<file path="src/hdl/rgbblur_pkg.sv">
`timescale 1ns / 1ps

package rgbblur_pkg;

  // Field widths fixed by the pixel and result formats.
  localparam int ChW   = 8;
  localparam int PixW  = 3 * ChW;
  localparam int SumW  = 12;
  localparam int PosW  = 10;
  localparam int CfgW  = 11;

  // Configuration register indexes.
  localparam logic [0:0] CFG_FRAME_WIDTH  = 1'b0;
  localparam logic [0:0] CFG_FRAME_HEIGHT = 1'b1;

  // Bit positions of the pending-result mask, in output order.
  localparam int RES_UP_LEFT = 0;
  localparam int RES_UP      = 1;
  localparam int RES_LEFT    = 2;
  localparam int RES_HERE    = 3;
  localparam int ResN        = 4;

  // Reciprocals for the two non power-of-two neighbor counts.
  localparam int RecipShift = 15;
  localparam logic [12:0] RECIP_6 = 13'd5462;
  localparam logic [12:0] RECIP_9 = 13'd3641;

  // Number of in-frame neighbors of one output pixel.
  typedef enum logic [1:0] {
    CNT_4,
    CNT_6,
    CNT_9
  } cnt_e;

  // One input pixel after the window update, with its pending results.
  typedef struct packed {
    logic [8:0][PixW-1:0] win;
    logic [PosW-1:0]      row;
    logic [PosW-1:0]      col;
    logic [ResN-1:0]      pend;
    logic                 top_ok;
    logic                 left_ok;
  } item_t;

  // Channel sums of one result on their way to the divider.
  typedef struct packed {
    logic [2:0][SumW-1:0] sum;
    cnt_e                 cnt;
    logic [PosW-1:0]      row;
    logic [PosW-1:0]      col;
    logic                 last;
    logic                 done;
  } sum_t;

  // One finished result.
  typedef struct packed {
    logic [ChW-1:0]  blue;
    logic [ChW-1:0]  green;
    logic [ChW-1:0]  red;
    logic [PosW-1:0] row;
    logic [PosW-1:0] col;
    logic            last;
    logic            done;
  } res_t;

  // Truncated mean: divide a channel sum by 4, 6 or 9.
  function automatic logic [ChW-1:0] div_count(input logic [SumW-1:0] s, input cnt_e n);
    logic [24:0]    p;
    logic [ChW-1:0] q;
    p = '0;
    q = '0;
    case (n)
      CNT_4: q = ChW'(s >> 2);
      CNT_6: begin
        p = 25'(s) * 25'(RECIP_6);
        q = p[RecipShift +: ChW];
      end
      CNT_9: begin
        p = 25'(s) * 25'(RECIP_9);
        q = p[RecipShift +: ChW];
      end
      default: q = '0;
    endcase
    return q;
  endfunction

endpackage

</file>
<file path="src/hdl/rgbblur_emit.sv">
`timescale 1ns / 1ps

// Issues the pending results of one window one per cycle while the output accepts them: sum, then divide.
module rgbblur_emit import rgbblur_pkg::*; (
  input  logic  clk_i,
  input  logic  rst_ni,
  input  logic  item_valid_i,
  output logic  item_ready_o,
  input  item_t item_i,
  output logic  res_valid_o,
  input  logic  res_ready_i,
  output res_t  res_o
);

  item_t           e_item_q;
  logic [ResN-1:0] e_pend_q, e_pend_d, sel, pend_rest;
  logic            fire, load;

  logic [8:0]           inc;
  logic                 row_top, col_left;
  logic [2:0][SumW-1:0] sums;
  sum_t                 s_q, s_d;
  logic                 s_valid_q, s_ready;
  res_t                 o_q, o_d;
  logic                 o_valid_q, o_ready;

  assign o_ready = !o_valid_q || res_ready_i;
  assign s_ready = !s_valid_q || o_ready;

  // Pick the earliest pending result of the held window.
  assign sel       = e_pend_q & (~e_pend_q + ResN'(1));
  assign pend_rest = e_pend_q & ~sel;
  assign fire      = (e_pend_q != '0) && s_ready;

  assign item_ready_o = (e_pend_q == '0) || (fire && (pend_rest == '0));
  assign load         = item_valid_i && item_ready_o;

  always_comb begin
    e_pend_d = e_pend_q;
    if (load) begin
      e_pend_d = item_i.pend;
    end else if (fire) begin
      e_pend_d = pend_rest;
    end
  end

  always_ff @(posedge clk_i or negedge rst_ni) begin
    if (!rst_ni) begin
      e_pend_q <= '0;
    end else begin
      e_pend_q <= e_pend_d;
    end
  end

  always_ff @(posedge clk_i) begin
    if (load) begin
      e_item_q <= item_i;
    end
  end

  // Neighbors that lie in the frame: top row and left column are optional.
  always_comb begin
    row_top  = (sel[RES_UP_LEFT] || sel[RES_UP]) && e_item_q.top_ok;
    col_left = (sel[RES_UP_LEFT] || sel[RES_LEFT]) && e_item_q.left_ok;
    inc = '1;
    if (!row_top) begin
      inc[2:0] = '0;
    end
    if (!col_left) begin
      inc[0] = 1'b0;
      inc[3] = 1'b0;
      inc[6] = 1'b0;
    end
  end

  // Per-channel sums over the selected cells.
  always_comb begin
    sums = '0;
    for (int ch = 0; ch < 3; ch++) begin
      for (int k = 0; k < 9; k++) begin
        sums[ch] = sums[ch] + (inc[k] ? SumW'(e_item_q.win[k][ch*ChW +: ChW]) : SumW'(0));
      end
    end
  end

  always_comb begin
    s_d.sum  = sums;
    s_d.cnt  = (row_top && col_left) ? CNT_9 : ((row_top || col_left) ? CNT_6 : CNT_4);
    s_d.row  = (sel[RES_UP_LEFT] || sel[RES_UP]) ? e_item_q.row - PosW'(1) : e_item_q.row;
    s_d.col  = (sel[RES_UP_LEFT] || sel[RES_LEFT]) ? e_item_q.col - PosW'(1) : e_item_q.col;
    s_d.last = (pend_rest == '0);
    s_d.done = sel[RES_HERE];
  end

  // Sum register.
  always_ff @(posedge clk_i or negedge rst_ni) begin
    if (!rst_ni) begin
      s_valid_q <= 1'b0;
    end else if (s_ready) begin
      s_valid_q <= fire;
    end
  end

  always_ff @(posedge clk_i) begin
    if (fire) begin
      s_q <= s_d;
    end
  end

  // Divide by the neighbor count into the output register.
  always_comb begin
    o_d.blue  = div_count(s_q.sum[0], s_q.cnt);
    o_d.green = div_count(s_q.sum[1], s_q.cnt);
    o_d.red   = div_count(s_q.sum[2], s_q.cnt);
    o_d.row   = s_q.row;
    o_d.col   = s_q.col;
    o_d.last  = s_q.last;
    o_d.done  = s_q.done;
  end

  always_ff @(posedge clk_i or negedge rst_ni) begin
    if (!rst_ni) begin
      o_valid_q <= 1'b0;
    end else if (o_ready) begin
      o_valid_q <= s_valid_q;
    end
  end

  always_ff @(posedge clk_i) begin
    if (o_ready && s_valid_q) begin
      o_q <= o_d;
    end
  end

  assign res_valid_o = o_valid_q;
  assign res_o       = o_q;

  // Each issued result retires exactly one pending bit.
  a_pend_step: assert property (@(posedge clk_i) disable iff (!rst_ni)
    fire && !load |=> $countones(e_pend_q) + 1 == $countones($past(e_pend_q)))
    else $error("pending mask did not drop by one result");

  // The frame's final pixel is always the last result of its input.
  a_done_last: assert property (@(posedge clk_i) disable iff (!rst_ni)
    o_valid_q && o_q.done |-> o_q.last)
    else $error("frame end not marked as last result");

  // A new window is taken only once the held one has no work left.
  a_no_overwrite: assert property (@(posedge clk_i) disable iff (!rst_ni)
    load && (e_pend_q != '0) |-> fire && $onehot(e_pend_q))
    else $error("window replaced with results still pending");

endmodule

</file>
<file path="config.mk">
export PLATFORM = sky130hd
export DESIGN_NAME = rgbblur_emit
export DESIGN_NICKNAME = d
export VERILOG_FILES = /design/src/hdl/rgbblur_pkg.sv /design/src/hdl/rgbblur_emit.sv
export SDC_FILE = /design/constraint.sdc
export NUM_CORES = 1
export LEC_CHECK = 0
export BUFFER_PORTS_ARGS = -buffer_cell sky130_fd_sc_hd__buf_2
export CORE_UTILIZATION = 50
export CTS_CLUSTER_DIAMETER = 100
export DETAILED_ROUTE_END_ITERATION = 12
export PLACE_DENSITY = 0.83
export SLEW_MARGIN = 15
export SYNTH_ARGS = -nofsm -noshare
export SYNTH_HDL_FRONTEND = slang
export SYNTH_SLANG_ARGS = --single-unit
</file>
<file path="constraint.sdc">
create_clock -name clk_i -period 12.05 [get_ports clk_i]
set_input_delay 2.41 -clock clk_i [delete_from_list [all_inputs] [get_ports clk_i]]
set_output_delay 2.41 -clock clk_i [all_outputs]
set_load 0.02 [all_outputs]
</file>
==> summary.txt <==
Outcome
  • Result of the run: finished with violations
  • Failing checks: DRC

Setup path
  • Worst Setup SP: res_ready_i
  • Cell count of the worst reg-to-reg path: 22
  • Flop-to-flop setup slack: 5.92 ns
  • Critical R2R Capture: s_q[58]
  • Required time of the worst setup path: between 9 and 10 ns
  • Start of the worst register-to-register path: e_pend_q[0]
  • Endpoint type of the worst setup path: output port
  • Data arrival, critical path: 4.10 ns
  • CP Max Fanout: 8
  • Kind of launch point of the worst setup path: primary input
  • Type of the worst setup path: primary input to output port

Synthesis
  • Share of synthesized cell area in full adder, half adder and majority cells: 43.7%
  • Yosys synthesis warning count: 0
  • Fraction of synthesized area in multiplexers: less than 1%
  • Sequential share of the synthesized area: about a third
  • Number of distinct library cell variants in the gate-level netlist after synthesis: 64
  • Cells after Synth: about 2500
  • Post-synthesis compound-gate area fraction: 4.89%
  • Number of enable-type register cells in the synthesized netlist: roughly 340
  • Async set or reset register ratio after synthesis: 1.71%
  • Synth Area in XOR/XNOR: 2.89%
  • Average instance area after synthesis: 12.1 sq um
  • Syn nets: about 3500
  • Largest family of logic cells by synthesized area: adder cells
  • Most used DFF post-synth: sky130_fd_sc_hd__edfxtp_1
  • Area fraction in and, or, nand and nor cells after synthesis: under 10%
  • Cell Area, Synth: 0.0300 sq mm
  • Seq cells post-synth: 350

Layout
  • Combined area of the multi-input logic cells: 0.0170 sq mm
  • Layout area overhead: 12.0%
  • Core Util, Final: 56.8%
  • Total of fill cells in the finished design: 4660
  • Share of final-layout standard cells stronger than drive strength 1: a little over an eighth
  • Nets: about 3900
  • Most common library cell in the layout ignoring fill and taps: sky130_fd_sc_hd__inv_1
  • Footprint of the flip-flops and latches: 0.0105 sq mm
  • Most frequent cells in the layout: sky130_fd_sc_hd__inv_1, sky130_fd_sc_hd__ha_1, sky130_fd_sc_hd__fa_1
  • Number of non-filler instances in the completed layout: 3599

Timing
  • Final clock period utilization by the worst path: 54.0%
  • Unrepaired setup endpoints after global routing: false
  • Final Hold Vio Count: 0
  • Fmax: 0.154 GHz
  • Number of setup violations in the final report: 0
  • Fin crit period: 6.51 ns
  • Total Negative Setup Slacks: 0 ns
  • Transition at the pin with the smallest max-transition slack: 0.974 ns
  • Slew HR: 35.1%
  • Number of pins with negative max-slew slack in the final report: 0
  • Largest clock skew in the final design: 0.0217 ns

Global route
  • Antenna violations before repair: 9
  • Met1 Resource Use GR: 27.5%
  • Global-route usage over all layers: 21.1%
  • Fraction of met2 tracks used by global routing: a little over a third
  • M3 GR Usage: 2.72%
  • GRT overflow: 0
  • Most utilized layer in the global route result: met2
  • Via count of the first global-routing pass: approximately 20000
  • Largest net degree at the start of global routing: 170
  • Global-route wire length before repair: 99.8 mm

Job
  • Maximum capacitance violations: 0

CTS
  • Clock-pin slew on the worst setup and hold paths: 0.06 ns
  • Number of gates resized after CTS: 0
  • Clock sink total: 350
  • CTS tree: yes
  • H-Tree Level Count: 2
  • Total CTS buffers: 37
  • Post-CTS setup repair buffer count: 0
  • Root Driver: sky130_fd_sc_hd__clkbuf_16
  • Later-pin clock latency in the skew report: 0.55 ns
  • Hold buffers post-CTS: 0
  • Buffer depth of the longest clock path: 3

Detailed routing
  • Post-detailed-route DRC marker count: 6
  • Total length of routed wires: 62.2 mm
  • Vias per cell: 5.09
  • Via count: 18330
  • Count of routing violations after the opening detailed-route iteration: 1004
  • Post-detailed-route count of antenna-violating nets: 0
  • Number of optimization iterations in the first detailed-route pass: 9
  • Detail-routed net length per standard cell: 17.3 microns

Die
  • Core area: 0.0591 sq mm
  • Io pins: approximately 300
  • Overall die height: between 200 and 250 microns
  • Total die area: around 0.061 sq mm
  • Die outline width: 247 microns
  • Initial core utilization: approximately half
  • Site row count: 89

Place
  • HPWL after detailed placement: 50.1 mm
  • Cell Count Post-Placement: 3524
  • Routability-driven placement congestion ratio: about 0.89
  • Buffers added on ports: 293

Worst hold path
  • Terminating pin of the worst hold path: res_o[6]
  • Class of the most critical hold timing path: register to register
  • Startpoint of the worst hold path: o_d[6]
  • Number of instances on the worst hold path: 0
[cell usage after synthesis, types with 7 or more instances]
cell                       instances  area [sq um]
sky130_fd_sc_hd__nor2_1           40           150
sky130_fd_sc_hd__nand3_1          18          90.1
sky130_fd_sc_hd__ha_1            461          5770
sky130_fd_sc_hd__xnor2_1          61           534
sky130_fd_sc_hd__a211oi_1          7          52.6
sky130_fd_sc_hd__clkbuf_1         21          78.8
sky130_fd_sc_hd__nor2b_1          14          87.6
sky130_fd_sc_hd__fa_1            366          7330
sky130_fd_sc_hd__o21ai_0          38           190
sky130_fd_sc_hd__nor3_1           11          55.1
sky130_fd_sc_hd__edfxtp_1        344         10300
sky130_fd_sc_hd__a21oi_1          55           275
sky130_fd_sc_hd__nand2_1         129           484
sky130_fd_sc_hd__and2_1           33           206
sky130_fd_sc_hd__and3_1           15          93.8
sky130_fd_sc_hd__mux2i_1          10           100
sky130_fd_sc_hd__o21a_1           12          90.1
sky130_fd_sc_hd__a21o_1           22           165
sky130_fd_sc_hd__o211ai_1          7          52.6
sky130_fd_sc_hd__xor2_1           38           333
sky130_fd_sc_hd__o21bai_1          8          60.1
sky130_fd_sc_hd__nand2b_1         15          93.8
sky130_fd_sc_hd__inv_1           641          2410
sky130_fd_sc_hd__o22ai_1          11          68.8
[kinds of logic after synthesis]
logic type      Yosys count
mux                      11
compound gates          216
flops                   350
buf+inv                 667
xor+xnor                 99
fa+ha+maj               828
simple gates            303
[registers in the layout, summed over array words and instances (netlist names)]
register,count
s_q,38
res_valid_o,1
res_o,46
s_valid_q,1
e_pend_q,4
e_item_q,238
o_d,22
[worst max-delay path by stage]
stage / slack, ns / depth (start not counted) / endpoint
floorplan: 2.07 / 6 / e_item_q[0]
global placement: 5.63 / 8 / item_ready_o
detailed placement: 5.55 / 8 / item_ready_o
CTS: 5.56 / 8 / item_ready_o
global route: 5.39 / 8 / item_ready_o
finish: 5.54 / 8 / item_ready_o
[worst max-delay path: stages]
cell	delay [ns]
sky130_fd_sc_hd__buf_2	0.10
sky130_fd_sc_hd__nand2b_1	0.19
sky130_fd_sc_hd__nor2_1	0.46
sky130_fd_sc_hd__maj3_1	0.27
sky130_fd_sc_hd__o21ai_0	0.08
sky130_fd_sc_hd__a2bb2oi_1	0.36
sky130_fd_sc_hd__inv_1	0.07
sky130_fd_sc_hd__buf_2	0.16
[per-layer routing]
| metal | wire length (microns) | up-vias |
|---|---|---|
| li1 | - | 8676 |
| met1 | 26500 | 9070 |
| met2 | 31000 | 478 |
| met3 | 2950 | 104 |
| met4 | 1670 | 2 |
| met5 | 8 | - |
[per-stage QoR]
step / hold slack, ns / cell area, sq um / setup WS (ns)
after floorplan: 0.400 / 30000 / 2.07
after global placement: 0.402 / 32400 / 5.63
after detailed placement: 0.405 / 32400 / 5.55
after CTS: 0.420 / 33600 / 5.56
after global routing: 0.426 / 33600 / 5.39
final: 0.419 / 33600 / 5.54
[layout make-up]
type / instances / area share (%)
repair buffers: 303 / 4.62
flip-flops and latches: 350 / 31.2
diodes: 8 / 0.0596
inverters: 641 / 7.16
clock inverters: 19 / 0.443
well taps: 773 / 2.88
multi-input cells: 1457 / 50.7
clock buffers: 48 / 2.94
Power is left out: the tool's default activity adds up to more than one toggle a clock period on the data nets, which glitch-free logic cannot reach.
